`config.mk`:
```
export PLATFORM = sky130hd
export DESIGN_NAME = rc_frame_decoder_with_lost_watch_top_flat
export DESIGN_NICKNAME = d
export VERILOG_FILES = /design/src/rtl/rcfd_pkg.sv /design/src/rtl/rcfd_stream_if.sv /design/src/rtl/rcfd_ram.sv /design/src/rtl/rcfd_ctrl.sv /design/src/rtl/rc_frame_decoder_with_lost_watch_top.sv /design/src/flat_wrapper.sv
export SDC_FILE = /design/constraint.sdc
export NUM_CORES = 1
export LEC_CHECK = 0
export BUFFER_PORTS_ARGS = -buffer_cell sky130_fd_sc_hd__buf_2
export CORE_MARGIN = 4
export CORE_UTILIZATION = 57
export CTS_CLUSTER_SIZE = 14
export DETAILED_ROUTE_END_ITERATION = 16
export PLACE_DENSITY = 0.81
export SYNTH_ARGS = -nofsm -noshare
export SYNTH_HDL_FRONTEND = slang
export SYNTH_SLANG_ARGS = --single-unit
export TNS_END_PERCENT = 30
```
`constraint.sdc`:
```
create_clock -name clk_i -period 5 [get_ports clk_i]
set_clock_uncertainty 0.15 [all_clocks]
set_input_delay 0.75 -clock clk_i [delete_from_list [all_inputs] [get_ports clk_i]]
set_output_delay 0.75 -clock clk_i [all_outputs]
set_load 0.005 [all_outputs]
```
`src/rtl/rcfd_pkg.sv`:
```
`default_nettype none

package rcfd_pkg;

  localparam int FRAME_BYTES      = 32;
  localparam int MAX_CHANNELS_DEF = 14;

  localparam int CH_CNT_W   = 4;
  localparam int LOST_W     = 8;
  localparam int CFG_DATA_W = 8;
  localparam int CFG_IDX_W  = 1;
  localparam int POS_W      = 5;
  localparam int SUM_W      = 16;
  localparam int BYTE_W     = 8;
  localparam int IDX_W      = 4;
  localparam int STATUS_W   = 2;

  localparam logic [BYTE_W-1:0]   HDR0     = 8'h20;
  localparam logic [BYTE_W-1:0]   HDR1     = 8'h40;
  localparam logic [SUM_W-1:0]    SUM_INIT = 16'hFFFF;
  localparam logic [POS_W-1:0]    SUM_END  = 5'd30;
  localparam logic [POS_W-1:0]    POS_LAST = POS_W'(FRAME_BYTES - 1);

  localparam logic [CH_CNT_W-1:0] CH_CNT_RESET     = 4'd14;
  localparam logic [LOST_W-1:0]   LOST_LIMIT_RESET = 8'd20;

  localparam logic [CFG_IDX_W-1:0] REG_CHANNEL_COUNT = 1'd0;
  localparam logic [CFG_IDX_W-1:0] REG_LOST_LIMIT    = 1'd1;

  typedef enum logic [STATUS_W-1:0] {
    ST_CHANNEL  = 2'd0,
    ST_CSUM_ERR = 2'd1,
    ST_LOST     = 2'd2,
    ST_ALIVE    = 2'd3
  } status_e;

  typedef enum logic [1:0] {
    S_IDLE,
    S_READ,
    S_SEND
  } state_e;

  typedef struct packed {
    logic [CH_CNT_W-1:0] channel_count;
    logic [LOST_W-1:0]   lost_limit;
  } cfg_t;

endpackage

`default_nettype wire

```
`src/rtl/rcfd_stream_if.sv`:
```
`default_nettype none

interface rcfd_in_if;
  logic       valid;
  logic       ready;
  logic       kind;
  logic [7:0] rx_byte;

  modport source (output valid, output kind, output rx_byte, input ready);
  modport sink   (input valid, input kind, input rx_byte, output ready);
endinterface

interface rcfd_out_if;
  logic        valid;
  logic        ready;
  logic [1:0]  status;
  logic [3:0]  channel_index;
  logic [15:0] channel_value;
  logic        last;

  modport source (output valid, output status, output channel_index,
                  output channel_value, output last, input ready);
  modport sink   (input valid, input status, input channel_index,
                  input channel_value, input last, output ready);
endinterface

`default_nettype wire

```
`src/rtl/rcfd_ram.sv`:
```
`default_nettype none

module rcfd_ram #(
  parameter int WIDTH = 16,
  parameter int DEPTH = 14,
  localparam int AW   = (DEPTH > 1) ? $clog2(DEPTH) : 1
) (
  input  wire logic             clk_i,
  input  wire logic             we_i,
  input  wire logic [AW-1:0]    waddr_i,
  input  wire logic [WIDTH-1:0] wdata_i,
  input  wire logic             re_i,
  input  wire logic [AW-1:0]    raddr_i,
  output logic      [WIDTH-1:0] rdata_o
);

  logic [WIDTH-1:0] mem [DEPTH];
  logic [WIDTH-1:0] rdata_q;

  always_ff @(posedge clk_i) begin
    if (we_i) begin
      mem[waddr_i] <= wdata_i;
    end
    if (re_i) begin
      rdata_q <= mem[raddr_i];
    end
  end

  assign rdata_o = rdata_q;

endmodule

`default_nettype wire

```
`src/rtl/rcfd_ctrl.sv`:
```
`default_nettype none

module rcfd_ctrl
  import rcfd_pkg::*;
#(
  parameter int MAX_CHANNELS = MAX_CHANNELS_DEF,
  localparam int AW = (MAX_CHANNELS > 1) ? $clog2(MAX_CHANNELS) : 1
) (
  input  wire logic         clk_i,
  input  wire logic         rst_ni,
  input  wire cfg_t         cfg_i,
  rcfd_in_if.sink           in_i,
  rcfd_out_if.source        out_o,
  output logic              ram_we_o,
  output logic [AW-1:0]     ram_waddr_o,
  output logic [SUM_W-1:0]  ram_wdata_o,
  output logic              ram_re_o,
  output logic [AW-1:0]     ram_raddr_o,
  input  wire logic [SUM_W-1:0] ram_rdata_i
);

  localparam logic [IDX_W-1:0] MAX_CH = IDX_W'(MAX_CHANNELS);

  state_e state_q, state_d;

  logic [POS_W-1:0]  pos_q, pos_d;
  logic [SUM_W-1:0]  sum_q, sum_d;
  logic [BYTE_W-1:0] low_q, low_d;
  logic [LOST_W-1:0] lost_q, lost_d;
  logic [IDX_W-1:0]  idx_q, idx_d;
  logic [IDX_W-1:0]  n_q, n_d;

  logic                out_valid_q, out_valid_d;
  logic [STATUS_W-1:0] out_status_q, out_status_d;
  logic [IDX_W-1:0]    out_index_q, out_index_d;
  logic [SUM_W-1:0]    out_value_q, out_value_d;
  logic                out_last_q, out_last_d;

  logic             slot_free;
  logic             in_xfer;
  logic             byte_xfer;
  logic             frame_good;
  logic             last_ch;
  logic [POS_W-1:0] pos_m2;
  logic [IDX_W-1:0] ch;
  logic [SUM_W-1:0] sum_sub;
  logic [SUM_W-1:0] got;
  logic [IDX_W-1:0] n_cfg;

  assign slot_free = !out_valid_q || out_o.ready;
  assign in_xfer   = in_i.valid && in_i.ready;
  assign byte_xfer = in_xfer && !in_i.kind;
  assign pos_m2    = pos_q - 5'd2;
  assign ch        = pos_m2[POS_W-1:1];
  assign sum_sub   = sum_q - {8'h00, in_i.rx_byte};
  assign got       = {in_i.rx_byte, low_q};
  assign frame_good = byte_xfer && (pos_q == POS_LAST) && (got == sum_q);
  assign last_ch   = (idx_q + 4'd1) == n_q;

  always_comb begin
    if (cfg_i.channel_count == '0) begin
      n_cfg = 4'd1;
    end else if (cfg_i.channel_count > MAX_CH) begin
      n_cfg = MAX_CH;
    end else begin
      n_cfg = cfg_i.channel_count;
    end
  end

  // next state
  always_comb begin
    state_d = state_q;
    unique case (state_q)
      S_IDLE: if (frame_good) state_d = S_READ;
      S_READ: state_d = S_SEND;
      S_SEND: if (slot_free) state_d = last_ch ? S_IDLE : S_READ;
      default: state_d = S_IDLE;
    endcase
  end

  // FSM outputs
  always_comb begin
    in_i.ready  = (state_q == S_IDLE) && slot_free;
    ram_re_o    = (state_q == S_READ);
    ram_raddr_o = idx_q[AW-1:0];
  end

  // frame parser
  always_comb begin
    pos_d       = pos_q;
    sum_d       = sum_q;
    low_d       = low_q;
    n_d         = n_q;
    ram_we_o    = 1'b0;
    ram_waddr_o = ch[AW-1:0];
    ram_wdata_o = got;
    if (byte_xfer) begin
      priority if (pos_q == '0) begin
        if (in_i.rx_byte == HDR0) begin
          sum_d = SUM_INIT - {8'h00, HDR0};
          pos_d = 5'd1;
        end
      end else if (pos_q == 5'd1) begin
        if (in_i.rx_byte == HDR1) begin
          sum_d = sum_sub;
          pos_d = 5'd2;
        end else if (in_i.rx_byte == HDR0) begin
          sum_d = SUM_INIT - {8'h00, HDR0};
          pos_d = 5'd1;
        end else begin
          sum_d = SUM_INIT;
          pos_d = '0;
        end
      end else if (pos_q < SUM_END) begin
        sum_d = sum_sub;
        if (!pos_q[0]) begin
          low_d = in_i.rx_byte;
        end else if (ch < MAX_CH) begin
          ram_we_o = 1'b1;
        end
        pos_d = pos_q + 5'd1;
      end else if (pos_q < POS_LAST) begin
        low_d = in_i.rx_byte;
        pos_d = pos_q + 5'd1;
      end else begin
        pos_d = '0;
        sum_d = SUM_INIT;
        if (frame_good) begin
          n_d = n_cfg;
        end
      end
    end
  end

  // lost watch, channel index and output register
  always_comb begin
    lost_d       = lost_q;
    idx_d        = idx_q;
    out_valid_d  = out_valid_q && !out_o.ready;
    out_status_d = out_status_q;
    out_index_d  = out_index_q;
    out_value_d  = out_value_q;
    out_last_d   = out_last_q;
    if (in_xfer && in_i.kind) begin
      out_valid_d = 1'b1;
      out_index_d = '0;
      out_value_d = '0;
      out_last_d  = 1'b1;
      if (cfg_i.lost_limit > lost_q) begin
        lost_d       = lost_q + 8'd1;
        out_status_d = ST_ALIVE;
      end else begin
        out_status_d = ST_LOST;
      end
    end else if (byte_xfer && (pos_q == POS_LAST)) begin
      if (frame_good) begin
        lost_d = '0;
        idx_d  = '0;
      end else begin
        out_valid_d  = 1'b1;
        out_status_d = ST_CSUM_ERR;
        out_index_d  = '0;
        out_value_d  = '0;
        out_last_d   = 1'b1;
      end
    end else if ((state_q == S_SEND) && slot_free) begin
      out_valid_d  = 1'b1;
      out_status_d = ST_CHANNEL;
      out_index_d  = idx_q;
      out_value_d  = ram_rdata_i;
      out_last_d   = last_ch;
      idx_d        = idx_q + 4'd1;
    end
  end

  always_ff @(posedge clk_i or negedge rst_ni) begin
    if (!rst_ni) begin
      state_q     <= S_IDLE;
      pos_q       <= '0;
      sum_q       <= SUM_INIT;
      low_q       <= '0;
      lost_q      <= '0;
      idx_q       <= '0;
      n_q         <= 4'd1;
      out_valid_q <= 1'b0;
    end else begin
      state_q     <= state_d;
      pos_q       <= pos_d;
      sum_q       <= sum_d;
      low_q       <= low_d;
      lost_q      <= lost_d;
      idx_q       <= idx_d;
      n_q         <= n_d;
      out_valid_q <= out_valid_d;
    end
  end

  always_ff @(posedge clk_i) begin
    out_status_q <= out_status_d;
    out_index_q  <= out_index_d;
    out_value_q  <= out_value_d;
    out_last_q   <= out_last_d;
  end

  assign out_o.valid         = out_valid_q;
  assign out_o.status        = out_status_q;
  assign out_o.channel_index = out_index_q;
  assign out_o.channel_value = out_value_q;
  assign out_o.last          = out_last_q;

  a_ram_read_then_send: assert property (@(posedge clk_i) disable iff (!rst_ni)
    ram_re_o |=> state_q == S_SEND)
    else $error("channel read not followed by send");

  a_no_write_while_emitting: assert property (@(posedge clk_i) disable iff (!rst_ni)
    ram_we_o |-> state_q == S_IDLE)
    else $error("channel store written during emission");

  a_count_in_range: assert property (@(posedge clk_i) disable iff (!rst_ni)
    state_q != S_IDLE |-> (n_q != '0) && (n_q <= MAX_CH) && (idx_q < n_q))
    else $error("emission count out of range");

  a_last_on_final_channel: assert property (@(posedge clk_i) disable iff (!rst_ni)
    out_valid_q && out_last_q && (out_status_q == ST_CHANNEL)
      |-> out_index_q == n_q - 4'd1)
    else $error("last mark not on final channel");

endmodule

`default_nettype wire

```
`src/rtl/rc_frame_decoder_with_lost_watch_top.sv`:
```
// Output: the result of a tick or a bad-checksum frame is registered and valid at the
//   output from the cycle after the transfer.
// Throughput: after a good frame's final byte, n channels come out, each by a channel RAM
//   read, then an output load held while the output stalls; no input is taken until the
//   last channel is loaded. Otherwise one item per cycle unless the output stalls.
// Reset (asynchronous, active low): config to defaults, parser hunting for a header,
//   lost counter zero, output empty. The channel RAM is not cleared.
`default_nettype none

module rc_frame_decoder_with_lost_watch_top
  import rcfd_pkg::*;
#(
  parameter int MAX_CHANNELS = MAX_CHANNELS_DEF,
  localparam int AW = (MAX_CHANNELS > 1) ? $clog2(MAX_CHANNELS) : 1
) (
  input  wire logic                  clk_i,
  input  wire logic                  rst_ni,
  input  wire logic                  cfg_we_i,
  input  wire logic [CFG_IDX_W-1:0]  cfg_idx_i,
  input  wire logic [CFG_DATA_W-1:0] cfg_data_i,
  rcfd_in_if.sink                    in_i,
  rcfd_out_if.source                 out_o
);

  cfg_t cfg_q, cfg_d;

  logic             ram_we;
  logic [AW-1:0]    ram_waddr;
  logic [SUM_W-1:0] ram_wdata;
  logic             ram_re;
  logic [AW-1:0]    ram_raddr;
  logic [SUM_W-1:0] ram_rdata;

  always_comb begin
    cfg_d = cfg_q;
    if (cfg_we_i) begin
      unique case (cfg_idx_i)
        REG_CHANNEL_COUNT: cfg_d.channel_count = cfg_data_i[CH_CNT_W-1:0];
        REG_LOST_LIMIT:    cfg_d.lost_limit    = cfg_data_i[LOST_W-1:0];
        default: ;
      endcase
    end
  end

  always_ff @(posedge clk_i or negedge rst_ni) begin
    if (!rst_ni) begin
      cfg_q.channel_count <= CH_CNT_RESET;
      cfg_q.lost_limit    <= LOST_LIMIT_RESET;
    end else begin
      cfg_q <= cfg_d;
    end
  end

  rcfd_ctrl #(
    .MAX_CHANNELS (MAX_CHANNELS)
  ) u_ctrl (
    .clk_i       (clk_i),
    .rst_ni      (rst_ni),
    .cfg_i       (cfg_q),
    .in_i        (in_i),
    .out_o       (out_o),
    .ram_we_o    (ram_we),
    .ram_waddr_o (ram_waddr),
    .ram_wdata_o (ram_wdata),
    .ram_re_o    (ram_re),
    .ram_raddr_o (ram_raddr),
    .ram_rdata_i (ram_rdata)
  );

  rcfd_ram #(
    .WIDTH (SUM_W),
    .DEPTH (MAX_CHANNELS)
  ) u_ram (
    .clk_i   (clk_i),
    .we_i    (ram_we),
    .waddr_i (ram_waddr),
    .wdata_i (ram_wdata),
    .re_i    (ram_re),
    .raddr_i (ram_raddr),
    .rdata_o (ram_rdata)
  );

endmodule

`default_nettype wire

```
`src/flat_wrapper.sv`:
```
// flat-port wrapper written by rule: the top's interface ports become plain ports
module rc_frame_decoder_with_lost_watch_top_flat import rcfd_pkg::*;
#(
  parameter int MAX_CHANNELS = MAX_CHANNELS_DEF,
  localparam int AW = (MAX_CHANNELS > 1) ? $clog2(MAX_CHANNELS) : 1
)
  (clk_i, rst_ni, cfg_we_i, cfg_idx_i, cfg_data_i, in_i_valid, in_i_kind, in_i_rx_byte, in_i_ready, out_o_valid, out_o_status, out_o_channel_index, out_o_channel_value, out_o_last, out_o_ready);
  rcfd_in_if in_i_i ();
  rcfd_out_if out_o_i ();
  input  wire logic clk_i;
  input  wire logic rst_ni;
  input  wire logic cfg_we_i;
  input  wire logic [CFG_IDX_W-1:0] cfg_idx_i;
  input  wire logic [CFG_DATA_W-1:0] cfg_data_i;
  input wire logic [$bits(in_i_i.valid)-1:0] in_i_valid;
  input wire logic [$bits(in_i_i.kind)-1:0] in_i_kind;
  input wire logic [$bits(in_i_i.rx_byte)-1:0] in_i_rx_byte;
  output wire logic [$bits(in_i_i.ready)-1:0] in_i_ready;
  output wire logic [$bits(out_o_i.valid)-1:0] out_o_valid;
  output wire logic [$bits(out_o_i.status)-1:0] out_o_status;
  output wire logic [$bits(out_o_i.channel_index)-1:0] out_o_channel_index;
  output wire logic [$bits(out_o_i.channel_value)-1:0] out_o_channel_value;
  output wire logic [$bits(out_o_i.last)-1:0] out_o_last;
  input wire logic [$bits(out_o_i.ready)-1:0] out_o_ready;
  assign in_i_i.valid = in_i_valid;
  assign in_i_i.kind = in_i_kind;
  assign in_i_i.rx_byte = in_i_rx_byte;
  assign in_i_ready = in_i_i.ready;
  assign out_o_valid = out_o_i.valid;
  assign out_o_status = out_o_i.status;
  assign out_o_channel_index = out_o_i.channel_index;
  assign out_o_channel_value = out_o_i.channel_value;
  assign out_o_last = out_o_i.last;
  assign out_o_i.ready = out_o_ready;
  rc_frame_decoder_with_lost_watch_top #(.MAX_CHANNELS(MAX_CHANNELS)) u_core (.clk_i(clk_i), .rst_ni(rst_ni), .cfg_we_i(cfg_we_i), .cfg_idx_i(cfg_idx_i), .cfg_data_i(cfg_data_i), .in_i(in_i_i), .out_o(out_o_i));
endmodule
```
### Word-level counts from Yosys, hierarchy flattened

Memories as Yosys holds them, arrays and structs flattened. A register that Yosys moved wholly into a read port is not among the register bits.
Cells that the tools add are included.

* register bits after elaboration: 83
* memory bits (writable): 224
* input bits: 23
* output and inout port bits: 25
* word-level logic and storage cells: 135
* memories kept: 1

* $add $sub $neg: 5
* magnitude comparators: 5
* eq/ne operators: 17
* muxes and demuxes: 56
* bitwise operators: 6
* reduce and logical (&&, ||, !) cells: 31

Memories
* u_core.u_ram.mem: depth 14, width 16, rd ports 1, clocked after Yosys merged registers in 1, write ports 1, RTL line rcfd_ram.sv:17 `logic [WIDTH-1:0] mem [DEPTH];`

Operators by type and width (count)
* 2-to-1 mux 16 bit: 9
* 2-to-1 mux 8 bit: 7
* 2-to-1 mux 4 bit: 8
* 2-to-1 mux 5 bit: 5
* 2-to-1 mux 1 bit: 18
* == test 16 bit: 1
* subtractor 16 x 8 -> 16 bit: 1
* 2-to-1 mux 2 bit: 7
* AND reduction 2 bit: 6
* less-than comparator 5 bit, second input constant: 2
* != test 2 bit, second input constant: 5
* AND reduction 3 bit: 3
* adder 8 x 1 -> 8 bit, second input constant: 1
* == test 8 x 6 -> 1 bit, second input constant: 1
* == test 8 x 7 -> 1 bit, second input constant: 1
* greater-than comparator 8 bit: 1
* logical AND 1 bit: 8
* nonzero test 2 bit: 4
* 2-to-1 mux 6 bit: 1
* inverter 1 bit: 6
* case mux 2 bit (3 select lines): 1
* AND reduction 6 bit: 1
* adder 5 x 1 -> 5 bit, second input constant: 1
* == test 5 x 1 -> 1 bit, second input constant: 1
* 18 further kinds: 21

### Logic depth before layout (Yosys ltp)

Gate-level depths: netlist of run 1.

* word-level depth: 10
* gate-level depth with buffers: 9
* mapped depth without buffers: 9

### Cells and area by module

Synthesis of run 1 repeated with hierarchy kept, for this count alone.

* cell total of the unflattened synthesis: 846
* area, all modules: 13611.8 um^2

By module, submodules not included
* rcfd_ram: instances 1, cells each 395, area each 9081.2 um^2, seq. area each 7206.9 um^2
* rcfd_ctrl: instances 1, cells each 425, area each 4063.9 um^2, seq. area each 1702.9 um^2
* rc_frame_decoder_with_lost_watch_top: instances 1, cells each 26, area each 466.7 um^2, seq. area each 306.5 um^2

### Worst setup path before layout of run 1

No wires, ideal clock.

* kind: input to register
* from: input port in_i_rx_byte[0]
* to: register u_core.u_ctrl.sum_q[14]
* library setup time: 88 ps
* data arrival time: 2725 ps
* data required time: 4762 ps
* slack: 2037 ps
* cell stages on the path: 8
* buffers on the path: 0
* path through: ha_1 fa_1 nand2b_1 a21o_1 a211oi_1 nor4_1 and2_1 or3_1

* longest elaborated chain between the ends: 4
* elaborated cells on any way between the ends: 9
* classes of those cells: add/sub: 1; eq/ne: 3; mux: 4; reduce/logical: 1

RTL lines
* from (decl): RTL line flat_wrapper.sv:17 `input wire logic [$bits(in_i_i.rx_byte)-1:0] in_i_rx_byte;`
* subtractor 16 x 8 -> 16 bit / == test 8 x 7 -> 1 bit (equally long branches): RTL line rcfd_ctrl.sv:55, rcfd_ctrl.sv:104
* 2-to-1 mux 16 bit, on equally long branches: RTL line rcfd_ctrl.sv:114, rcfd_ctrl.sv:104
* 2-to-1 mux 16 bit: RTL line rcfd_ctrl.sv:103 `end else if (pos_q == 5'd1) begin`
* 2-to-1 mux 16 bit: RTL line rcfd_ctrl.sv:98 `priority if (pos_q == '0) begin`
* to (signal assigned): RTL line rcfd_ctrl.sv:189 `sum_q <= sum_d;`
* to (decl): RTL line rcfd_ctrl.sv:27 `logic [SUM_W-1:0] sum_q, sum_d;`

Several ways; a longest one is shown, not always the timed one.
A chain may end at the register's enable or synchronous reset.

### Worst setup path in the final report of run 1

* from: register u_core.u_ctrl.low_q[7]
* to: register u_core.u_ctrl.n_q[2]

* longest elaborated chain between the ends: 3

RTL lines
* from (decl): RTL line rcfd_ctrl.sv:28 `logic [BYTE_W-1:0] low_q, low_d;`
* from (signal assigned): RTL line rcfd_ctrl.sv:190 `low_q <= low_d;`
* == test 16 bit: RTL line rcfd_ctrl.sv:57 `assign frame_good = byte_xfer && (pos_q == POS_LAST) && (got == sum_q);`
* logical AND 1 bit: RTL line rcfd_ctrl.sv:57
* AND reduction 6 bit (no line)
* to (signal assigned): RTL line rcfd_ctrl.sv:193 `n_q <= n_d;`
* to (decl): RTL line rcfd_ctrl.sv:31 `logic [IDX_W-1:0] n_q, n_d;`

No other way between the ends.

==> summary.md, run 1 <==
| Metric | Value |
|---|---|
| Vias | `about 7,400` |
| Hold path startpoint | `cfg_data_i[4]` |
| Routed wire length per instance | `22.5 um` |
| Syn. warnings | `0` |
| Layout cell share with drive strength beyond 1 | `0.281` |
| WP data required | `around 5.3 ns` |
| Post-route DRC violation count | `0` |
| Synthesized area | `13,600 um^2` |
| Met1 GRT Util | `0.306` |
| Worst path top cell family by delay | `simple AND/OR/NAND/NOR gates` |
| Die area | `about 26,000 um^2` |
| Starting Density | `0.579` |
| HPWL after DPL | `17,200 um` |
| Final Hold Fails | `0` |
| Tmin final | `approximately 3.4 ns` |
| RSZ-0062 raised after global routing | `false` |
| FMAX | `0.296 GHz` |
| Worst setup endpoint | `u_core.u_ctrl.n_q[2]` |
| Core Area | `23,400 um^2` |
| Yosys reg bits | `323` |
| Actual slew at the worst max-slew pin | `1.17 ns` |
| Mapped Avg Cell Area | `16.7 um^2` |
| WL final | `27,700 um` |
| Outcome | `finished clean` |
| Die height | `162 um` |
| Vias in the first global route | `7,493` |
| P_leak | `5.47 nW` |
| Post-route ant nets | `0` |
| Total track usage | `0.215` |
| Nets | `937` |
| Post-synth EDFFs | `242` |
| Post-synthesis sequential area ratio | `0.680` |
| Worst Reg-to-Reg Cells | `6` |
| Critical Path Max Stage Delay | `roughly 0.72 ns` |
| Max clock buf depth | `3` |
| Primary FF master, synth | `edfxtp_1` |
| Initial antenna violation count | `3` |
| Post-CTS sizing | `0` |
| Final setup vio count | `0` |
| Reg2reg start | `u_core.u_ctrl.low_q[7]` |
| GP Congestion | `0.867` |
| 1st-pass router iterations | `7` |
| # IOs | `48` |
| Reg area | `9220 um^2` |
| Setup TNS | `0 ns` |
| CTS buffer count | `30` |
| Syn_nets | `862` |
| Worst path buffer plus inverter count | `0` |
| Root Driver | `clkbuf_16` |
| Pwr dens | `roughly 440 nW/um^2` |
| Largest net degree at the start of global routing | `46` |
| Commonest non-fill, non-tap cell in the layout | `edfxtp_1` |
| Finished Cell Area | `15,300 um^2` |
| Met3 usage | `0.0424` |
| Normalized max-slew margin | `0.221` |
| Worst-skew pair later-pin latency | `0.56 ns` |
| Clk pin slew, worst setup/hold paths | `0.06 ns` |
| Crit path capture type | `flip-flop` |
| Crit path DAT | `3.66 ns` |
| Worst setup startpoint | `u_core.u_ctrl.low_q[7]` |
| 1st-iter DRT viols | `741` |
| Cell chain of the critical path | `xnor2_1 > nand4_1 > nor4_1 > nor2b_1 > and3_1 > mux2_2` |
| Flop2flop setup slack | `1.62 ns` |
| IO Port Bufs | `47` |
| TritonCTS clock tree | `done` |
| Commonest cells after routing, fill and taps aside | `242 x edfxtp_1, 64 x mux4_2, 47 x buf_2` |
| Syn-to-layout area delta | `12.9%` |
| Crit path depth | `6` |
| Max stage delay cell, worst path | `nor2b_1` |
| Max Slew Vio Count | `0` |
| Footprint of the multi-input gates | `4120 um^2` |
| DP Area | `about 14,000 um^2` |
| GRT Residual Overflow | `0` |
| First-pass GRT wire length | `43,600 um` |
| Worst reg2reg endpoint | `u_core.u_ctrl.n_q[2]` |
| Maxcap violations | `0` |
| Class of the worst hold path | `in -> reg` |
| CP startpoint kind | `flip-flop` |
| Most used routing layer in global routing | `met2` |
| Core Rows | `56` |
| Fillers | `about 1,600` |
| Part of the cycle the worst path needs | `0.677` |
| Crit path max fanout | `16` |
| Clock Sinks | `323` |
| Met2 GRT Util | `0.352` |
| Post-synth ARST share | `0.186` |
| Maximum vdd drop | `0.351 mV` |
| Via-per-instance ratio | `6.00` |
| # H-tree levels | `1` |
| Cells after synthesis | `about 800` |
| Crit Path Category | `reg -> reg` |
| Unique masters post-synth | `63` |
| Die Wd | `between 150 and 200 um` |
layout make-up:
class	instances	share of cell area
diodes	1	0.000164
clock buffers	42	0.0540
clock inverters	13	0.0132
inverters	24	0.00589
multi-input cells	434	0.269
flip-flops and latches	323	0.603
well taps	319	0.0261
repair buffers	72	0.0286
per-layer routing:
layer | wire length [um] | vias to the layer above
li1 | - | 3298
met1 | 11700 | 3773
met2 | 13600 | 246
met3 | 1730 | 51
met4 | 644 | 2
met5 | 13 | -
power by group:
part	total (mW)	switching, mW	internal (mW)
clock network	2.34	0.928	1.41
registers	3.48	0.286	3.20
logic	0.911	0.521	0.390
metrics by stage:
stage | cells | power, mW | hold slack, ns | setup WS [ns] | util
final | 1228 | 6.73 | 0.287 | 1.62 | 0.654
after global routing | 1227 | 7.03 | 0.278 | 1.42 | 0.654
after CTS | 1227 | 6.76 | 0.274 | 1.63 | 0.654
after detailed placement | 1171 | 4.43 | 0.300 | 1.36 | 0.609
after global placement | 1171 | 4.38 | 0.295 | 1.43 | 0.609
after floorplan | 810 | 4.12 | 0.292 | 2.04 | -
Yosys cell counts (4+ instances only):
cell type | n | share of area
nand2_1 | 42 | 0.012
dfxtp_1 | 21 | 0.031
o21ai_1 | 7 | 0.0026
nor3_1 | 8 | 0.0030
a22oi_1 | 5 | 0.0028
a22o_1 | 21 | 0.014
nor4_1 | 5 | 0.0023
edfxtp_1 | 242 | 0.54
o21ai_0 | 25 | 0.0092
nor2b_1 | 10 | 0.0046
buf_2 | 8 | 0.0030
a21oi_1 | 19 | 0.0070
dfrtp_1 | 38 | 0.070
and3_1 | 6 | 0.0028
nand4_1 | 12 | 0.0055
nand2b_1 | 12 | 0.0055
inv_1 | 24 | 0.0066
a31oi_1 | 4 | 0.0018
dfstp_2 | 22 | 0.043
mux4_2 | 64 | 0.11
xnor2_1 | 27 | 0.017
clkbuf_1 | 19 | 0.0053
ha_1 | 28 | 0.026
nor2_1 | 40 | 0.011
or3_1 | 6 | 0.0028
nand3_1 | 8 | 0.0030
mux2_2 | 33 | 0.027
xor2_1 | 5 | 0.0032
repair_timing:
item	CTS	global route
endpoints found under the setup margin	0	0
buffers inserted	0	0
endpoints found under the hold margin	16	0
hold buffers	1	0
cell families after synthesis:
family	count (synthesis)	synth area share
adder cells (fa/ha/maj)	29	0.0273
buffers and inverters	53	0.0160
AND/OR/NAND/NOR	176	0.0719
XOR/XNOR	32	0.0207
AO/OA/AOI/OAI	98	0.0487
flip-flops	323	0.680
multiplexers	99	0.135
registers in the layout (all words and copies together), names as in the netlist:
register                           count
u_core.u_ctrl.ram_raddr_o              4
u_core.u_ram.rdata_o                  16
u_core.u_ctrl.pos_q                    5
u_core.u_ctrl.state_q                  2
u_core.u_ctrl.n_q                      4
u_core.u_ctrl.out_o.channel_index      4
u_core.u_ctrl.low_q                    8
u_core.u_ctrl.out_o.last               1
u_core.u_ctrl.sum_q                   16
u_core.u_ctrl.lost_q                   8
u_core.u_ctrl.out_o.valid              1
u_core.cfg_q                          12
u_core.u_ctrl.out_o.channel_value     16
u_core.u_ram.mem                     224
u_core.u_ctrl.out_o.status             2
worst min-delay path by stage:
stage / depth (start not counted) / end
2_1_floorplan: 1 / u_core.u_ctrl.out_o.channel_value[0]
3_3_place_gp: 1 / u_core.u_ctrl.out_o.channel_value[7]
3_5_place_dp: 1 / u_core.u_ctrl.out_o.channel_value[5]
4_1_cts: 2 / u_core.cfg_q[4]
5_1_grt: 2 / u_core.cfg_q[7]
6_report: 2 / u_core.cfg_q[4]
(Power assumes the default switching activity.)
==> run 2, diff against run 1 <==
--- a/config.mk
+++ b/config.mk
@@ -7,10 +7,10 @@
 export LEC_CHECK = 0
 export BUFFER_PORTS_ARGS = -buffer_cell sky130_fd_sc_hd__buf_2
 export CORE_MARGIN = 4
-export CORE_UTILIZATION = 57
+export CORE_UTILIZATION = 56
 export CTS_CLUSTER_SIZE = 14
 export DETAILED_ROUTE_END_ITERATION = 16
-export PLACE_DENSITY = 0.81
+export PLACE_DENSITY = 0.83
 export SYNTH_ARGS = -nofsm -noshare
 export SYNTH_HDL_FRONTEND = slang
 export SYNTH_SLANG_ARGS = --single-unit
==> constraint.sdc (replaced) <==
create_clock -name clk_i -period 3 [get_ports clk_i]
set_clock_uncertainty 0.15 [all_clocks]
set_input_delay 0.45 -clock clk_i [delete_from_list [all_inputs] [get_ports clk_i]]
set_output_delay 0.45 -clock clk_i [all_outputs]
set_load 0.005 [all_outputs]
==> run 2 against run 1 <==
Net effect: die area up 1.7%; core utilization up 0.46 points; clock power up 59%; critical endpoint is now u_core.u_ram.mem[8][3].
==> summary.md, run 2 (synthesized netlist as in run 1, its figures left out) <==
| Metric | Value |
|---|---|
| Reg2reg start | `u_core.u_ctrl.pos_q[1]` |
| Starting Density | `0.574` |
| RSZ-0062 raised after global routing | `false` |
| Core Rows | `56` |
| Nets | `963` |
| Sw frac | `0.268` |
| Max stage delay cell, worst path | `dfrtp_1` |
| First-pass GRT wire length | `between 40,000 and 50,000 um` |
| Die height | `approximately 160 um` |
| Outcome | `finished clean` |
| Flop2flop setup slack | `0.16 ns` |
| IO Port Bufs | `47` |
| Ant. Diodes | `0` |
| Pwr dens | `721 nW/um^2` |
| Vias | `between 7,000 and 8,000` |
| Maxcap violations | `0` |
| Non-Filler Instances | `around 1,300` |
| Sequential share of power | `0.502` |
| DP Area | `~14,000 um^2` |
| Setup ws final | `0.161 ns` |
| Post-route DRC violation count | `0` |
| GP Congestion | `0.847` |
| Routed wire length per instance | `23.2 um` |
| Max clock buf depth | `3` |
| Critical Path Max Stage Delay | `0.49 ns` |
| Initial antenna violation count | `0` |
| 1st-iter DRT viols | `697` |
| Pre-CTS setup slack | `slightly below 0.2 ns` |
| HPWL after DPL | `17,900 um` |
| CP startpoint kind | `flip-flop` |
| 1st-pass router iterations | `5` |
| Min Hold Slack | `0.0181 ns` |
| Combinational Power Share | `0.165` |
| Clock Sinks | `323` |
| WL final | `29,000 um` |
| P_leak | `5.57 nW` |
| Switch Pwr | `3.00 mW` |
| Class of the worst hold path | `in -> reg` |
| # H-tree levels | `1` |
| Hold Crit Endpoint | `u_core.cfg_q[9]` |
| Setup TNS | `0 ns` |
| Worst reg2reg endpoint | `u_core.u_ram.mem[8][3]` |
| Inst Count DP | `around 1,200` |
| FMAX | `~0.35 GHz` |
| CTS buffer count | `31` |
| Normalized max-slew margin | `0.275` |
| # IOs | `48` |
| Crit path capture type | `flip-flop` |
| Worst-skew pair later-pin latency | `0.55 ns` |
| Worst path buffer plus inverter count | `2` |
| Root Driver | `clkbuf_16` |
| Largest net degree at the start of global routing | `33` |
| Crit path DAT | `2.92 ns` |
| Actual slew at the worst max-slew pin | `1.09 ns` |
| Final Hold Fails | `0` |
| Layout cell share with drive strength beyond 1 | `0.297` |
| Die area | `26,800 um^2` |
| GRT Residual Overflow | `0` |
| Crit Path Category | `reg -> reg` |
| Final setup vio count | `0` |
| TritonCTS clock tree | `done` |
| WP data required | `3.08 ns` |
| Core Area | `23,600 um^2` |
| Worst path top cell family by delay | `compound AO/OA/AOI/OAI gates` |
| Vias in the first global route | `7,718` |
| Clock share of power | `0.333` |
| Register name with the most flops | `u_core.u_ram.mem` |
| Max Slew Vio Count | `0` |
| Part of the cycle the worst path needs | `0.946` |
| Cell chain of the critical path | `inv_1 > ha_1 > nand2b_1 > o21ai_0 > a22oi_2 > o2111a_1 > nand2_1 > nor2_1 > buf_4` |
| Hold Path Cell Cnt | `2` |
| Total track usage | `0.224` |
| Max reg flops | `224` |
| Post-CTS setup buffer count | `0` |
| Clk pin slew, worst setup/hold paths | `~0.060 ns` |
| Finished Cell Area | `approximately 16,000 um^2` |
| Post-route ant nets | `0` |
| Die Wd | `between 150 and 200 um` |
| Commonest cells after routing, fill and taps aside | `242 x edfxtp_1, 64 x mux4_2, 47 x buf_2` |
| Commonest non-fill, non-tap cell in the layout | `edfxtp_1` |
| Via-per-instance ratio | `6.06` |
| Maximum vdd drop | `0.609 mV` |
| Tmin final | `2.84 ns` |
| Hold path startpoint | `cfg_data_i[1]` |
| Internal Power | `8.21 mW` |
| Crit path max fanout | `16` |
| Syn-to-layout area delta | `14.7%` |
| Worst Reg-to-Reg Cells | `9` |
run 2: changes by cell type in the layout (fill, tap and decap cells not counted), sizes merged:
cell	before	now
buf	71	89
dlygate4sd3	1	8
bufinv	5	2
clkinv	6	9
clkinvlp	2	5
clkbuf	42	40
diode	1	0
inv	24	25
run 2: layer usage:
| layer | track usage | part of all wire | vias up |
|---|---|---|---|
| li1 | - | - | 3365 |
| met5 | 0 | 0 | - |
| met4 | 0.0488 | 0.019 | 0 |
| met1 | 0.316 | 0.40 | 3875 |
| met2 | 0.371 | 0.50 | 311 |
| met3 | 0.0434 | 0.083 | 46 |
run 2: worst max-delay path by stage:
stage	start	endpoint	slack (ns)	depth (start not counted)
final	u_core.u_ctrl.pos_q[1]	u_core.u_ram.mem[8][3]	0.16	9
after floorplan	u_core.u_ctrl.pos_q[2]	u_core.u_ram.mem[1][0]	0.11	9
after CTS	u_core.u_ctrl.pos_q[1]	u_core.u_ram.mem[0][14]	0.12	9
after global routing	u_core.u_ctrl.pos_q[1]	u_core.u_ram.mem[12][5]	0.02	9
after global placement	in_i_rx_byte[0]	u_core.u_ctrl.sum_q[0]	0.27	7
after detailed placement	u_core.u_ctrl.pos_q[1]	u_core.u_ram.mem[4][0]	0.19	9
run 2: timing repair:
item	CTS	global route
hold buffers	8	0
setup endpoints to repair	0	105
hold endpoints to repair	25	0
gates resized for setup	0	7
run 2: area by class of cell:
type / instances / area, um^2
clock buffers: 40 / 840
flip-flops and latches: 323 / 9220
multi-input cells: 434 / 4130
inverters: 24 / 90.1
fillers: 1567 / 8070
well taps: 319 / 399
repair buffers: 97 / 721
clock inverters: 17 / 143
run 2: power by group through the flow:
stage | logic (mW) | clock network [mW] | registers [mW]
floorplan | 1.18 | 0 | 5.70
global route | 2.08 | 4.00 | 5.66
CTS | 1.82 | 3.79 | 5.62
finish | 1.85 | 3.73 | 5.63
detailed placement | 1.80 | 0 | 5.71
global placement | 1.73 | 0 | 5.69
run 2: through the flow:
step | util | power, mW
final | 0.658 | 11.2
after floorplan | - | 6.87
after detailed placement | 0.612 | 7.51
after CTS | 0.657 | 11.2
after global placement | 0.612 | 7.42
after global routing | 0.658 | 11.7
==> run 3, diff against run 2 <==
==> constraint.sdc (replaced) <==
create_clock -name clk_i -period 2.4 [get_ports clk_i]
set_clock_uncertainty 0.15 [all_clocks]
set_input_delay 0.36 -clock clk_i [delete_from_list [all_inputs] [get_ports clk_i]]
set_output_delay 0.36 -clock clk_i [all_outputs]
set_load 0.005 [all_outputs]
==> run 3 against run 2 <==
Net effect: clock power up 24%; critical path depth unchanged; maximum frequency up 14%; core utilization up 4.6 points; global-route usage up 2.1 points; final area up 7.0%; the run now ends with negative setup slack left; worst setup slack worse by 0.24 ns; worst hold slack better by 0.0088 ns; register-to-register slack worse by 0.24 ns; largest power group unchanged; total power up 33%; via count up 9.7%; sequential cell count unchanged.
==> summary.md, run 3 (synthesized netlist as in run 1, its figures left out) <==
| Metric | Value |
|---|---|
| Worst path top cell family by delay | `simple AND/OR/NAND/NOR gates` |
| Post-route ant nets | `0` |
| GP Congestion | `0.808` |
| Crit path max fanout | `2` |
| TritonCTS clock tree | `done` |
| Worst Reg-to-Reg Cells | `9` |
| Commonest cells after routing, fill and taps aside | `242 x edfxtp_1, 88 x buf_4, 64 x mux4_2` |
| IO Port Bufs | `47` |
| Hold Crit Endpoint | `u_core.u_ctrl.low_q[5]` |
| Crit path capture type | `flip-flop` |
| Cell chain of the critical path | `inv_2 > ha_4 > fa_2 > nand2b_4 > a21o_1 > a211oi_4 > nor4_4 > and2_1 > or3_1` |
| Max clock buf depth | `3` |
| Pwr dens | `897 nW/um^2` |
| Core Rows | `56` |
| CP startpoint kind | `flip-flop` |
| Starting Density | `0.574` |
| Setup ws final | `-0.0812 ns` |
| Worst reg2reg endpoint | `u_core.u_ctrl.sum_q[14]` |
| Root Driver | `clkbuf_16` |
| Hold path startpoint | `in_i_rx_byte[5]` |
| DP Area | `~15,000 um^2` |
| Die area | `around 27,000 um^2` |
| RSZ-0062 raised after global routing | `true` |
| P_leak | `approximately 6 nW` |
| Post-route DRC violation count | `0` |
| Maximum vdd drop | `0.605 mV` |
| Outcome | `finished with violations` |
| Worst-skew pair later-pin latency | `0.58 ns` |
| Ant. Diodes | `0` |
| Initial antenna violation count | `4` |
| Actual slew at the worst max-slew pin | `roughly 0.67 ns` |
| Hold Path Cell Cnt | `3` |
| Core Area | `around 24,000 um^2` |
| Crit path DAT | `2.81 ns` |
| Largest net degree at the start of global routing | `61` |
| Vias in the first global route | `8,353` |
| Violated checks | `negative setup slack` |
| Max Slew Vio Count | `0` |
| Via-per-instance ratio | `6.26` |
| CTS buffer count | `31` |
| Routed wire length per instance | `25.7 um` |
| Commonest non-fill, non-tap cell in the layout | `edfxtp_1` |
| Crit Path Category | `reg -> reg` |
| GRT Residual Overflow | `0` |
| Vias | `~8,300` |
| Finished Cell Area | `16,600 um^2` |
| Total track usage | `0.245` |
| Min Hold Slack | `approximately 0.027 ns` |
| Fillers | `~1,400` |
| Non-Filler Instances | `1,331` |
| Reg2reg start | `u_core.u_ctrl.sum_q[0]` |
| Clock Sinks | `323` |
| Overall Power | `14.9 mW` |
| # IOs | `48` |
| HPWL after DPL | `19,500 um` |
| Tmin final | `about 2.5 ns` |
| Max reg flops | `224` |
| # H-tree levels | `1` |
| First-pass GRT wire length | `49,300 um` |
| Register name with the most flops | `u_core.u_ram.mem` |
| Critical Path Max Stage Delay | `0.53 ns` |
| Maxcap violations | `0` |
| Nets | `1,042` |
| Final setup vio count | `22` |
| Part of the cycle the worst path needs | `1.03` |
| Syn-to-layout area delta | `22.8%` |
| WL final | `34,200 um` |
| Clk pin slew, worst setup/hold paths | `0.06 ns` |
| Max stage delay cell, worst path | `dfstp_2` |
| Flop2flop setup slack | `-0.08 ns` |
| Layout cell share with drive strength beyond 1 | `0.389` |
| Final Hold Fails | `0` |
| Inst Count DP | `~1,200` |
| Die height | `164 um` |
| Die Wd | `164 um` |
| FMAX | `0.403 GHz` |
| 1st-pass router iterations | `5` |
| Normalized max-slew margin | `0.551` |
| Worst path buffer plus inverter count | `1` |
| 1st-iter DRT viols | `around 910` |
| WP data required | `2.73 ns` |
| Class of the worst hold path | `in -> reg` |
## run 3: power breakdown
group          leakage, nW  internal, mW  total [mW]  switching [mW]
clock network        0.462          2.58        4.64            2.07
logic                 2.54          1.42        3.29            1.87
registers             3.05          6.66        6.99           0.330
total                 6.06          10.7        14.9            4.27
## run 3: worst min-delay path: stages
cell	delay [ns]
buf_2	0.15
inv_1	0.09
o21ai_1	0.09
## run 3: layout make-up
cell class                 count  area [um^2]  share of cell area
inverter                      24         92.6             0.00557
sequential                   323         9220               0.555
clock buffer                  36          795              0.0478
clock inverter                19          155             0.00933
tap                          319          399              0.0240
timing repair buffer         176         1520              0.0911
multi-input combinational    434         4450               0.268
## run 3: repair_timing
| action | in CTS | in global routing |
|---|---|---|
| endpoints found under the hold margin | 74 | 0 |
| gates resized for setup | 4 | 39 |
| setup endpoints to repair | 235 | 243 |
| cloned | 0 | 1 |
| pin swaps | 8 | 15 |
| buffers inserted | 5 | 13 |
| hold buffers | 11 | 0 |
## run 3: stage by stage
stage | setup TNS, ns | util | setup WS [ns]
2_1_floorplan | -19.38 | - | -0.127
3_3_place_gp | -0.101 | 0.645 | -0.0816
3_5_place_dp | -6.24 | 0.645 | -0.0947
4_1_cts | -0.0240 | 0.692 | -0.0240
5_1_grt | -13.93 | 0.704 | -0.160
6_report | -0.188 | 0.704 | -0.0812
## run 3: worst max path at each step
stage	slack, ns	from	cells past startpoint	end
6_report	-0.08	u_core.u_ctrl.sum_q[0]	9	u_core.u_ctrl.sum_q[14]
4_1_cts	-0.02	u_core.u_ctrl.sum_q[0]	9	u_core.u_ctrl.sum_q[14]
2_1_floorplan	-0.13	u_core.u_ctrl.sum_q[0]	9	u_core.u_ctrl.sum_q[14]
5_1_grt	-0.16	u_core.u_ctrl.sum_q[0]	9	u_core.u_ctrl.sum_q[14]
3_5_place_dp	-0.09	u_core.u_ctrl.pos_q[1]	8	u_core.u_ram.mem[7][3]
3_3_place_gp	-0.08	u_core.u_ctrl.sum_q[0]	9	u_core.u_ctrl.sum_q[14]
## run 3: routing by layer
layer  part of all wire  vias to the layer above  track usage
met5             0.0015                        -            0
met4              0.031                        8       0.0808
met3              0.081                      105       0.0500
met2               0.52                      485        0.422
met1               0.36                     4210        0.315
li1                   -                     3523            -
